==> config.mk <==
export PLATFORM = sky130hd
export DESIGN_NAME = greedy_word_wrap_top_flat
export DESIGN_NICKNAME = d
export VERILOG_FILES = /design/src/rtl/ggw_pkg.sv /design/src/rtl/ggw_stream_if.sv /design/src/rtl/ggw_step.sv /design/src/rtl/ggw_queue.sv /design/src/rtl/greedy_word_wrap_top.sv /design/src/flat_wrapper.sv
export SDC_FILE = /design/constraint.sdc
export NUM_CORES = 1
export LEC_CHECK = 0
export ABC_AREA = 1
export BUFFER_PORTS_ARGS = -buffer_cell sky130_fd_sc_hd__buf_2
export CORE_ASPECT_RATIO = 1.4
export CORE_UTILIZATION = 50
export CTS_BUF_LIST = sky130_fd_sc_hd__clkbuf_16
export CTS_CLUSTER_SIZE = 25
export DETAILED_ROUTE_END_ITERATION = 8
export GPL_TIMING_DRIVEN = 0
export PLACE_DENSITY = 0.65
export SYNTH_ARGS = -nofsm -noshare
export SYNTH_HDL_FRONTEND = slang
export SYNTH_SLANG_ARGS = --single-unit
==> constraint.sdc <==
create_clock -name clk -period 8.75 [get_ports clk]
set_input_delay 0.4375 -clock clk [delete_from_list [all_inputs] [get_ports clk]]
set_output_delay 0.4375 -clock clk [all_outputs]
set_load 0.05 [all_outputs]
==> src/rtl/ggw_pkg.sv <==
package ggw_pkg;

	localparam int CH_BITS     = 8;
	localparam int LIMIT_BITS  = 12;
	localparam int START_BITS  = 16;
	localparam int LENGTH_BITS = 12;
	localparam int LINE_BITS   = 16;
	localparam int COLUMN_BITS = 12;

	localparam int QDEPTH    = 8;
	localparam int QPTR_BITS = 3;
	localparam int QCNT_BITS = 4;

	localparam logic [CH_BITS-1:0] CH_LF    = 8'h0A;
	localparam logic [CH_BITS-1:0] CH_CR    = 8'h0D;
	localparam logic [CH_BITS-1:0] CH_SP    = 8'h20;
	localparam logic [CH_BITS-1:0] CH_WS_LO = 8'h09;
	localparam logic [CH_BITS-1:0] CH_WS_HI = 8'h0D;

	localparam logic CFG_WRAP_ENABLE = 1'b0;
	localparam logic CFG_LINE_LIMIT  = 1'b1;

	localparam logic                  WRAP_ENABLE_RESET = 1'b1;
	localparam logic [LIMIT_BITS-1:0] LINE_LIMIT_RESET  = 12'd80;

	typedef enum logic [1:0] {
		KIND_WORD,
		KIND_EMPTY,
		KIND_RAW,
		KIND_END
	} kind_t;

	typedef struct packed {
		logic [CH_BITS-1:0] ch;
		logic               last_char;
	} text_t;

	typedef struct packed {
		kind_t                  kind;
		logic [START_BITS-1:0]  start_res;
		logic [LENGTH_BITS-1:0] length;
		logic [LINE_BITS-1:0]   line_number;
		logic [COLUMN_BITS-1:0] column;
		logic                   overflow;
		logic                   last;
	} rec_t;

endpackage

==> src/rtl/ggw_stream_if.sv <==
interface ggw_stream_if #(
	parameter type payload_t = logic
);
	logic     valid;
	logic     ready;
	payload_t payload;

	modport source (output valid, output payload, input ready);
	modport sink (input valid, input payload, output ready);
endinterface

==> src/rtl/ggw_step.sv <==
module ggw_step #(
	parameter int POS_BITS = 16,
	parameter int LEN_BITS = 12
) (
	input  logic                                wrap_enable,
	input  logic [ggw_pkg::LIMIT_BITS-1:0]      line_limit,
	input  ggw_pkg::text_t                      item,
	input  logic [POS_BITS-1:0]                 position,
	input  logic [POS_BITS-1:0]                 word_start,
	input  logic [LEN_BITS-1:0]                 word_length,
	input  logic                                word_sat,
	input  logic [LEN_BITS-1:0]                 line_chars,
	input  logic [POS_BITS-1:0]                 line_index,
	input  logic                                in_word,
	input  logic                                para_has_chars,
	input  logic                                para_all_blank,
	input  logic [POS_BITS-1:0]                 raw_start,
	input  logic [LEN_BITS-1:0]                 raw_length,
	input  logic                                raw_sat,
	output logic [POS_BITS-1:0]                 position_nx,
	output logic [POS_BITS-1:0]                 word_start_nx,
	output logic [LEN_BITS-1:0]                 word_length_nx,
	output logic                                word_sat_nx,
	output logic [LEN_BITS-1:0]                 line_chars_nx,
	output logic [POS_BITS-1:0]                 line_index_nx,
	output logic                                in_word_nx,
	output logic                                para_has_chars_nx,
	output logic                                para_all_blank_nx,
	output logic [POS_BITS-1:0]                 raw_start_nx,
	output logic [LEN_BITS-1:0]                 raw_length_nx,
	output logic                                raw_sat_nx,
	output logic [1:0]                          rec_cnt,
	output ggw_pkg::rec_t                       rec0,
	output ggw_pkg::rec_t                       rec1
);

	localparam logic [LEN_BITS-1:0] LMAX = '1;
	localparam int CW = ((LEN_BITS > ggw_pkg::LIMIT_BITS) ? LEN_BITS : ggw_pkg::LIMIT_BITS) + 2;

	function automatic ggw_pkg::rec_t mk_rec(
		input ggw_pkg::kind_t      kind,
		input logic [POS_BITS-1:0] start,
		input logic [LEN_BITS-1:0] len,
		input logic [POS_BITS-1:0] line,
		input logic [LEN_BITS-1:0] col,
		input logic                ovf
	);
		ggw_pkg::rec_t r;
		r.kind        = kind;
		r.start_res   = ggw_pkg::START_BITS'(32'(start));
		r.length      = ggw_pkg::LENGTH_BITS'(16'(len));
		r.line_number = ggw_pkg::LINE_BITS'(32'(line));
		r.column      = ggw_pkg::COLUMN_BITS'(16'(col));
		r.overflow    = ovf;
		r.last        = 1'b0;
		return r;
	endfunction

	always_comb begin
		logic                ws;
		logic                is_lf;
		logic                place;
		logic                brk;
		logic [CW-1:0]       sum;
		logic [LEN_BITS:0]   colw;
		logic [LEN_BITS:0]   endw;
		logic [LEN_BITS-1:0] col;
		logic                ovf;
		logic [1:0]          n;
		ggw_pkg::rec_t       r;

		position_nx       = position;
		word_start_nx     = word_start;
		word_length_nx    = word_length;
		word_sat_nx       = word_sat;
		line_chars_nx     = line_chars;
		line_index_nx     = line_index;
		in_word_nx        = in_word;
		para_has_chars_nx = para_has_chars;
		para_all_blank_nx = para_all_blank;
		raw_start_nx      = raw_start;
		raw_length_nx     = raw_length;
		raw_sat_nx        = raw_sat;
		rec0              = '0;
		rec1              = '0;
		n                 = 2'd0;
		place             = 1'b0;
		brk               = 1'b0;
		sum               = '0;
		colw              = '0;
		endw              = '0;
		col               = '0;
		ovf               = 1'b0;
		r                 = '0;

		is_lf = item.ch == ggw_pkg::CH_LF;
		ws    = item.ch == ggw_pkg::CH_SP ||
			(item.ch >= ggw_pkg::CH_WS_LO && item.ch <= ggw_pkg::CH_WS_HI);

		if (wrap_enable) begin
			if (!ws) begin
				if (!in_word) begin
					word_start_nx  = position;
					word_length_nx = LEN_BITS'(1);
					word_sat_nx    = 1'b0;
				end else if (word_length == LMAX) begin
					word_sat_nx = 1'b1;
				end else begin
					word_length_nx = word_length + LEN_BITS'(1);
				end
				in_word_nx        = 1'b1;
				para_all_blank_nx = 1'b0;
			end
			place = ws ? in_word : item.last_char;
			if (place) begin
				ovf  = word_sat_nx;
				sum  = CW'(line_chars) + CW'(1) + CW'(word_length_nx);
				brk  = para_has_chars && (sum > CW'(line_limit));
				if (brk) begin
					line_index_nx = line_index + POS_BITS'(1);
				end
				colw = (!brk && para_has_chars) ? ((LEN_BITS+1)'(line_chars) + (LEN_BITS+1)'(1))
					: '0;
				if (colw > {1'b0, LMAX}) begin
					col = LMAX;
					ovf = 1'b1;
				end else begin
					col = colw[LEN_BITS-1:0];
				end
				endw = {1'b0, col} + {1'b0, word_length_nx};
				line_chars_nx     = (endw > {1'b0, LMAX}) ? LMAX : endw[LEN_BITS-1:0];
				para_has_chars_nx = 1'b1;
				in_word_nx        = 1'b0;
				rec0 = mk_rec(ggw_pkg::KIND_WORD, word_start_nx, word_length_nx, line_index_nx,
					col, ovf);
				n = 2'd1;
			end
			if (ws && item.ch != ggw_pkg::CH_SP && item.ch != ggw_pkg::CH_CR && !is_lf) begin
				para_all_blank_nx = 1'b0;
			end
			if (is_lf || item.last_char) begin
				if (para_all_blank_nx) begin
					r = mk_rec(ggw_pkg::KIND_EMPTY, '0, '0, line_index_nx, '0, 1'b0);
					if (n == 2'd0) begin
						rec0 = r;
					end else begin
						rec1 = r;
					end
					n = n + 2'd1;
					line_index_nx = line_index_nx + POS_BITS'(1);
				end else if (para_has_chars_nx) begin
					line_index_nx = line_index_nx + POS_BITS'(1);
				end
				line_chars_nx     = '0;
				para_has_chars_nx = 1'b0;
				para_all_blank_nx = 1'b1;
			end
		end else begin
			if (is_lf) begin
				rec0 = mk_rec(ggw_pkg::KIND_RAW, raw_start, raw_length, line_index, '0, raw_sat);
				n = 2'd1;
				line_index_nx = line_index + POS_BITS'(1);
				raw_start_nx  = position + POS_BITS'(1);
				raw_length_nx = '0;
				raw_sat_nx    = 1'b0;
				if (item.last_char) begin
					rec1 = mk_rec(ggw_pkg::KIND_RAW, raw_start_nx, '0, line_index_nx, '0, 1'b0);
					n = 2'd2;
					line_index_nx = line_index_nx + POS_BITS'(1);
				end
			end else begin
				if (item.ch != ggw_pkg::CH_CR) begin
					if (raw_length == LMAX) begin
						raw_sat_nx = 1'b1;
					end else begin
						raw_length_nx = raw_length + LEN_BITS'(1);
					end
				end
				if (item.last_char && raw_length_nx != '0) begin
					rec0 = mk_rec(ggw_pkg::KIND_RAW, raw_start, raw_length_nx, line_index, '0,
						raw_sat_nx);
					n = 2'd1;
					line_index_nx = line_index + POS_BITS'(1);
				end
			end
		end

		position_nx = position + POS_BITS'(1);

		if (item.last_char) begin
			if (n == 2'd0) begin
				rec0 = mk_rec(ggw_pkg::KIND_END, '0, '0, line_index_nx, '0, 1'b0);
				n = 2'd1;
			end
			if (n == 2'd1) begin
				rec0.last = 1'b1;
			end else begin
				rec1.last = 1'b1;
			end
			position_nx       = '0;
			word_start_nx     = '0;
			word_length_nx    = '0;
			word_sat_nx       = 1'b0;
			line_chars_nx     = '0;
			line_index_nx     = '0;
			in_word_nx        = 1'b0;
			para_has_chars_nx = 1'b0;
			para_all_blank_nx = 1'b1;
			raw_start_nx      = '0;
			raw_length_nx     = '0;
			raw_sat_nx        = 1'b0;
		end

		rec_cnt = n;
	end

endmodule

==> src/rtl/ggw_queue.sv <==
module ggw_queue (
	input  logic                            clk,
	input  logic                            arst_n,
	input  logic [1:0]                      push_cnt,
	input  ggw_pkg::rec_t                   push0,
	input  ggw_pkg::rec_t                   push1,
	output logic [ggw_pkg::QCNT_BITS-1:0]   count,
	ggw_stream_if.source                    out
);

	ggw_pkg::rec_t                   mem_q [ggw_pkg::QDEPTH];
	logic [ggw_pkg::QPTR_BITS-1:0]   wr_ptr_q;
	logic [ggw_pkg::QPTR_BITS-1:0]   rd_ptr_q;
	logic [ggw_pkg::QCNT_BITS-1:0]   count_q;
	logic                            pop;

	assign pop         = out.valid && out.ready;
	assign out.valid   = count_q != '0;
	assign out.payload = mem_q[rd_ptr_q];
	assign count       = count_q;

	always_ff @(posedge clk or negedge arst_n) begin
		if (!arst_n) begin
			wr_ptr_q <= '0;
			rd_ptr_q <= '0;
			count_q  <= '0;
		end else begin
			wr_ptr_q <= wr_ptr_q + ggw_pkg::QPTR_BITS'(push_cnt);
			if (pop) begin
				rd_ptr_q <= rd_ptr_q + ggw_pkg::QPTR_BITS'(1);
			end
			count_q <= count_q + ggw_pkg::QCNT_BITS'(push_cnt)
				- ggw_pkg::QCNT_BITS'(pop);
		end
	end

	always_ff @(posedge clk) begin
		if (push_cnt != 2'd0) begin
			mem_q[wr_ptr_q] <= push0;
		end
		if (push_cnt == 2'd2) begin
			mem_q[wr_ptr_q + ggw_pkg::QPTR_BITS'(1)] <= push1;
		end
	end

endmodule

==> src/rtl/greedy_word_wrap_top.sv <==
// Greedy fixed-pitch word wrap. One text byte is taken per cycle while input ready is
// high; each byte is registered, classified and folded into the wrap counters in the
// next cycle, and the placement records it causes (none, one or two) land in an
// 8-entry output queue, so a byte's first record passes the input register and the
// queue before it can transfer.
// Input ready stays high as long as the queue has room for the worst case of the
// byte in flight plus a new one; a sink that takes one record per cycle keeps the
// rate at one byte per cycle, except that bytes producing two records fill the queue
// and can hold input ready low. Configuration writes take effect on the next cycle.
module greedy_word_wrap_top #(
	parameter int POS_BITS = 16,
	parameter int LEN_BITS = 12
) (
	input  logic                              clk,
	input  logic                              arst_n,
	input  logic                              cfg_we,
	input  logic                              cfg_index,
	input  logic [ggw_pkg::LIMIT_BITS-1:0]    cfg_data,
	ggw_stream_if.sink                        text,
	ggw_stream_if.source                      placement
);

	logic                           wrap_enable_q;
	logic [ggw_pkg::LIMIT_BITS-1:0] line_limit_q;

	logic           valid_s1;
	ggw_pkg::text_t item_s1;

	logic [POS_BITS-1:0] position_q,     position_nx;
	logic [POS_BITS-1:0] word_start_q,   word_start_nx;
	logic [LEN_BITS-1:0] word_length_q,  word_length_nx;
	logic                word_sat_q,     word_sat_nx;
	logic [LEN_BITS-1:0] line_chars_q,   line_chars_nx;
	logic [POS_BITS-1:0] line_index_q,   line_index_nx;
	logic                in_word_q,      in_word_nx;
	logic                para_has_q,     para_has_nx;
	logic                para_blank_q,   para_blank_nx;
	logic [POS_BITS-1:0] raw_start_q,    raw_start_nx;
	logic [LEN_BITS-1:0] raw_length_q,   raw_length_nx;
	logic                raw_sat_q,      raw_sat_nx;

	logic [1:0]                    rec_cnt;
	logic [1:0]                    push_cnt;
	ggw_pkg::rec_t                 rec0;
	ggw_pkg::rec_t                 rec1;
	logic [ggw_pkg::QCNT_BITS-1:0] q_count;
	logic                          take;

	assign text.ready = (5'(q_count) + (valid_s1 ? 5'd2 : 5'd0) + 5'd2)
		<= 5'(ggw_pkg::QDEPTH);
	assign take     = text.valid && text.ready;
	assign push_cnt = valid_s1 ? rec_cnt : 2'd0;

	always_ff @(posedge clk or negedge arst_n) begin
		if (!arst_n) begin
			wrap_enable_q <= ggw_pkg::WRAP_ENABLE_RESET;
			line_limit_q  <= ggw_pkg::LINE_LIMIT_RESET;
		end else if (cfg_we) begin
			unique case (cfg_index)
				ggw_pkg::CFG_WRAP_ENABLE: wrap_enable_q <= cfg_data[0];
				ggw_pkg::CFG_LINE_LIMIT:  line_limit_q  <= cfg_data;
			endcase
		end
	end

	always_ff @(posedge clk or negedge arst_n) begin
		if (!arst_n) begin
			valid_s1 <= 1'b0;
		end else begin
			valid_s1 <= take;
		end
	end

	always_ff @(posedge clk) begin
		if (take) begin
			item_s1 <= text.payload;
		end
	end

	always_ff @(posedge clk or negedge arst_n) begin
		if (!arst_n) begin
			position_q    <= '0;
			word_start_q  <= '0;
			word_length_q <= '0;
			word_sat_q    <= 1'b0;
			line_chars_q  <= '0;
			line_index_q  <= '0;
			in_word_q     <= 1'b0;
			para_has_q    <= 1'b0;
			para_blank_q  <= 1'b1;
			raw_start_q   <= '0;
			raw_length_q  <= '0;
			raw_sat_q     <= 1'b0;
		end else if (valid_s1) begin
			position_q    <= position_nx;
			word_start_q  <= word_start_nx;
			word_length_q <= word_length_nx;
			word_sat_q    <= word_sat_nx;
			line_chars_q  <= line_chars_nx;
			line_index_q  <= line_index_nx;
			in_word_q     <= in_word_nx;
			para_has_q    <= para_has_nx;
			para_blank_q  <= para_blank_nx;
			raw_start_q   <= raw_start_nx;
			raw_length_q  <= raw_length_nx;
			raw_sat_q     <= raw_sat_nx;
		end
	end

	ggw_step #(
		.POS_BITS (POS_BITS),
		.LEN_BITS (LEN_BITS)
	) u_step (
		.wrap_enable       (wrap_enable_q),
		.line_limit        (line_limit_q),
		.item              (item_s1),
		.position          (position_q),
		.word_start        (word_start_q),
		.word_length       (word_length_q),
		.word_sat          (word_sat_q),
		.line_chars        (line_chars_q),
		.line_index        (line_index_q),
		.in_word           (in_word_q),
		.para_has_chars    (para_has_q),
		.para_all_blank    (para_blank_q),
		.raw_start         (raw_start_q),
		.raw_length        (raw_length_q),
		.raw_sat           (raw_sat_q),
		.position_nx       (position_nx),
		.word_start_nx     (word_start_nx),
		.word_length_nx    (word_length_nx),
		.word_sat_nx       (word_sat_nx),
		.line_chars_nx     (line_chars_nx),
		.line_index_nx     (line_index_nx),
		.in_word_nx        (in_word_nx),
		.para_has_chars_nx (para_has_nx),
		.para_all_blank_nx (para_blank_nx),
		.raw_start_nx      (raw_start_nx),
		.raw_length_nx     (raw_length_nx),
		.raw_sat_nx        (raw_sat_nx),
		.rec_cnt           (rec_cnt),
		.rec0              (rec0),
		.rec1              (rec1)
	);

	ggw_queue u_queue (
		.clk      (clk),
		.arst_n   (arst_n),
		.push_cnt (push_cnt),
		.push0    (rec0),
		.push1    (rec1),
		.count    (q_count),
		.out      (placement)
	);

	a_queue_bound: assert property (@(posedge clk) disable iff (!arst_n)
		q_count <= ggw_pkg::QCNT_BITS'(ggw_pkg::QDEPTH))
		else $error("output queue overrun");

	a_last_byte_records: assert property (@(posedge clk) disable iff (!arst_n)
		valid_s1 && item_s1.last_char |-> rec_cnt != 2'd0 &&
		((rec_cnt == 2'd1 && rec0.last) || (rec_cnt == 2'd2 && rec1.last && !rec0.last)))
		else $error("final byte without a closing record");

	a_text_cleared: assert property (@(posedge clk) disable iff (!arst_n)
		valid_s1 && item_s1.last_char |=> position_q == '0 && line_index_q == '0 &&
		para_blank_q && !in_word_q)
		else $error("state not cleared after final byte");

	a_record_count: assert property (@(posedge clk) disable iff (!arst_n)
		valid_s1 |-> rec_cnt != 2'd3)
		else $error("more than two records for one byte");

endmodule

==> src/flat_wrapper.sv <==
// flat-port wrapper written by rule: the top's interface ports become plain ports
module greedy_word_wrap_top_flat 
#(
	parameter int POS_BITS = 16,
	parameter int LEN_BITS = 12
)
  (clk, arst_n, cfg_we, cfg_index, cfg_data, text_valid, text_payload, text_ready, placement_valid, placement_payload, placement_ready);
  ggw_stream_if #(.payload_t(ggw_pkg::text_t)) text_i ();
  ggw_stream_if #(.payload_t(ggw_pkg::rec_t)) placement_i ();
  input  logic clk;
  input  logic arst_n;
  input  logic cfg_we;
  input  logic cfg_index;
  input  logic [ggw_pkg::LIMIT_BITS-1:0] cfg_data;
  input wire logic [$bits(text_i.valid)-1:0] text_valid;
  input wire logic [$bits(text_i.payload)-1:0] text_payload;
  output wire logic [$bits(text_i.ready)-1:0] text_ready;
  output wire logic [$bits(placement_i.valid)-1:0] placement_valid;
  output wire logic [$bits(placement_i.payload)-1:0] placement_payload;
  input wire logic [$bits(placement_i.ready)-1:0] placement_ready;
  assign text_i.valid = text_valid;
  assign text_i.payload = text_payload;
  assign text_ready = text_i.ready;
  assign placement_valid = placement_i.valid;
  assign placement_payload = placement_i.payload;
  assign placement_i.ready = placement_ready;
  greedy_word_wrap_top #(.POS_BITS(POS_BITS), .LEN_BITS(LEN_BITS)) u_core (.clk(clk), .arst_n(arst_n), .cfg_we(cfg_we), .cfg_index(cfg_index), .cfg_data(cfg_data), .text(text_i), .placement(placement_i));
endmodule
==> flow_summary.yaml <==
power_and_ir_drop:
  pwr-share-comb_pct: 47.0
  power_density_mw_per_mm2: 325
  p_sw_share_pct: 47.8
  p_int_mw: 6.53
  seqPwrFrac_pct: 29.7
  p_sw_mw: 5.97
  p_leak_nw: 15.3
  irDropWorstVdd_mv: 0.236
  p_clk_share_pct: 23.3
critical_path:
  worstPathRequired_ns: 9.26
  worst_setup_path_start_kind: "flop"
  reg2reg_depth: 48
  critPathMaxFanout: 10
  endpoint_kind: "flop"
  crit_cells: 48
  critical_path.top_delay_family: "compound AO/OA/AOI/OAI gates"
  arrival_ns: 8.55
  crit_end: "u_core.line_chars_q[7]"
  critPathLaunch: "u_core.word_length_q[0]"
  crit_type: "reg2reg"
  cp_slowest_cell: "dfrtp_1"
  timing.rr.end: "u_core.line_chars_q[7]"
  path_common_cell: "a21oi_1"
  reg2reg_setup_slack_ns: 0.72
  slowest_delay_ns: 0.37
  path_buf_inv: 7
  rr_startpoint: "u_core.word_length_q[0]"
place:
  post-dp-hpwl_mm: 96.8
  dp.cells: 5176
  io_buffers: 88
  dpl_worst_slack_ns: -1.03
  gp_congestion: 0.978
global_route:
  grt_pass1_wl_mm: 194
  antenna_found_initial: 4
  grt_max_degree: 77
  gr-total-overflow: 0
  grt_pass1_vias: 31400
  grtUsageTotal_pct: 37.6
floorplanning:
  std_cell_rows: 113
  ios: 89
  die_w_um: 224
  die-area_mm2: 0.0698
  die_h_um: 312
  initial_core_util_pct: 50.6
  core-area_mm2: 0.0679
synthesis:
  synth_warnings: 0
  ys_seq_area_share_pct: 46.3
  synth_area_per_cell_um2: 8.14
  yosysUniqueCellTypes: 60
  syn_area_mm2: 0.0343
  synthCells: 4220
  syn_nets: 4313
  ys_seq_elements: 618
cts:
  path_clk_slew_ns: 0.06
  clockBufferDepth: 3
  cts-root-buf: "clkbuf_16"
  clock-sinks: 618
  clk_latency_ns: 0.65
  cts_tree: "yes"
  numCtsBuffers: 67
  htree_num_levels: 3
route:
  ant_nets: 0
  dr.pass1.iters: 6
  drc_errors: 0
  wl_met1_mm: 47.0
  drt_iter0_markers: 3244
  wl_met2_mm: 64.9
  vias_per_cell: 6.11
  vias: 32500
  wl_met3_mm: 11.6
  routed.top_layer: "met5"
  wl_mm: 133
  wire_per_inst_um: 25.0
sta:
  hold_viol: 0
  drv_slew: 0
  fin_crit_sh_pct: 91.8
  setup_viol: 0
  worst_slack_ns: 0.717
  clock.fmax_ghz: 0.124
  slew_headroom_pct: 2.44
  skew_ns: 0.0310
  worst_pin_slew_ns: 1.45
  fin_crit_ns: 8.03
layout:
  final_nets: 4488
  drive_gt1_share_pct: 11.4
  areaGrowthSynthToFinish_pct: 11.8
  final_cells: 5311
status:
  outcome: "finished, final reports clean"
min_path:
  hp-class: "in2reg"
job:
  cap_violations: 0
==> kinds of logic (layout without fill, tap and decap cells) <==
kind of cell	Yosys count	count (layout)	share of synthesized area, %
adders and majority gates	66	66	2.49
and+or+nand+nor	1570	1570	20.7
other	0	1	0
DFF	618	618	46.3
buffers and inverters	682	910	8.92
xor gates and xnor gates	52	52	1.33
AOI/OAI and AO/OA	1232	1232	20.2
==> synthesized netlist by cell type, drive strengths merged <==
library cell | n | area (um2)
nand3 | 288 | 1720
xor2 | 40 | 350
a31oi | 67 | 419
clkinv | 8 | 30.0
o22ai | 284 | 1930
or2 | 9 | 56.3
o41ai | 3 | 26.3
nor2 | 435 | 1700
nand3b | 2 | 15.0
a21oi | 188 | 941
o31ai | 2 | 15.0
xnor2 | 12 | 105
buf | 107 | 886
nand4 | 43 | 284
ha | 62 | 776
clkbuf | 148 | 564
nor3 | 38 | 210
inv | 419 | 1580
nand2 | 751 | 3100
o21ai | 654 | 3350
a22oi | 1 | 7.51
nor4 | 3 | 18.8
o21bai | 5 | 37.5
dfxtp | 200 | 4000
fa | 4 | 80.1
and2 | 1 | 6.26
o221ai | 1 | 8.76
dfrtp | 125 | 3130
dfstp | 4 | 105
a21boi | 1 | 7.51
edfxtp | 289 | 8680
a221oi | 1 | 8.76
o311ai | 1 | 8.76
a32oi | 1 | 8.76
a211oi | 3 | 22.5
o211ai | 20 | 160
==> per-layer routing <==
metal	vias up	GRT usage, %
met5	-	0
met4	6	25.5
met3	498	6.64
met2	1765	65.0
met1	15300	42.2
li1	14900	-
==> through the flow <==
step           TNS (ns)  util [%]  instance area [um2]  hold slack (ns)  power (mW)
3_3_place_gp      -9.83      52.8                35900            0.449        9.44
6_report              0      56.6                38400           0.0351        12.5
4_1_cts               0      56.5                38300           0.0148        12.4
3_5_place_dp     -10.19      53.1                36000            0.455        9.50
5_1_grt         -0.0750      56.6                38400           0.0580        13.0
2_1_floorplan         0         -                34300            0.142        7.58
==> worst reg2reg max path, delay by kind of cell, from the launching register on <==
kind	cells	cell delay [ns]
buf+inv	7	0.85
xor+xnor	1	0.17
simple gates	17	2.28
compound gates	19	3.15
flops	1	0.37
fa+ha+maj	4	1.10
==> worst min path at each step <==
| stage | startpoint | to | slack [ns] | depth (start not counted) |
|---|---|---|---|---|
| 4_1_cts | cfg_index | u_core.wrap_enable_q | 0.01 | 3 |
| 2_1_floorplan | arst_n | u_core.in_word_q | 0.14 | 0 |
| 6_report | cfg_index | u_core.wrap_enable_q | 0.04 | 3 |
| 3_5_place_dp | u_core.u_queue.mem_q[1][35] | u_core.u_queue.mem_q[1][35] | 0.46 | 2 |
| 3_3_place_gp | u_core.u_queue.mem_q[2][9] | u_core.u_queue.mem_q[2][9] | 0.45 | 2 |
| 5_1_grt | cfg_index | u_core.wrap_enable_q | 0.06 | 3 |
==> flip-flops by register name (all words and copies together), names as in the netlist, 12 cells and up <==
signal,cells
u_core.line_chars_q,12
u_core.line_index_q,16
u_core.line_limit_q,12
u_core.position_q,16
u_core.raw_length_q,12
u_core.raw_start_q,16
u_core.u_queue.mem_q,480
u_core.word_length_q,12
u_core.word_start_q,16
==> cell type report <==
type | instances | area [um2]
clock buffer | 70 | 1750
tap | 862 | 1080
timing repair buffer | 106 | 679
inverter | 427 | 1610
antenna | 1 | 2.50
sequential | 618 | 15900
multi-input combinational | 2920 | 15500
clock inverter | 52 | 432
buffer | 255 | 1460
fill | 6441 | 29500
==> power by group through the flow <==
stage / logic [mW] / registers (mW) / clock network, mW
after floorplan: 3.87 / 3.71 / 0
after global placement: 5.68 / 3.76 / 0
after detailed placement: 5.73 / 3.76 / 0
after CTS: 5.76 / 3.71 / 2.90
after global routing: 6.24 / 3.75 / 3.01
final: 5.87 / 3.71 / 2.91
==> placed cells by master (no fill, tap or decap), types with 7 or more instances in the layout <==
| cell | n |
|---|---|
| nand2_1 | 707 |
| o21ai_0 | 483 |
| nor2_1 | 421 |
| inv_1 | 408 |
| edfxtp_1 | 289 |
| o22ai_1 | 259 |
| nand3_1 | 236 |
| dfxtp_1 | 200 |
| a21oi_1 | 185 |
| o21ai_1 | 151 |
| clkbuf_1 | 140 |
| buf_2 | 130 |
| dfrtp_1 | 125 |
| clkbuf_16 | 70 |
| a31oi_1 | 67 |
| ha_1 | 62 |
| nand3_2 | 49 |
| nand4_1 | 42 |
| xor2_1 | 40 |
| nor3_1 | 32 |
| buf_6 | 27 |
| inv_2 | 25 |
| o22ai_2 | 25 |
| nand2_2 | 21 |
| o21ai_2 | 20 |
| o211ai_1 | 18 |
| buf_4 | 18 |
| clkinv_1 | 18 |
| nand2_4 | 14 |
| buf_8 | 13 |
| xnor2_1 | 12 |
| dlygate4sd3_1 | 11 |
| nand2_8 | 9 |
| nor2_2 | 8 |
| clkbuf_2 | 8 |
| buf_1 | 7 |
==> timing repair <==
item,in CTS,in global routing
pin swaps,0,1
hold buffers,11,0
resized for setup,9,17
buffers inserted,0,1
setup endpoints to repair,36,88
endpoints found under the hold margin,85,0
(Power assumes the default switching activity.)
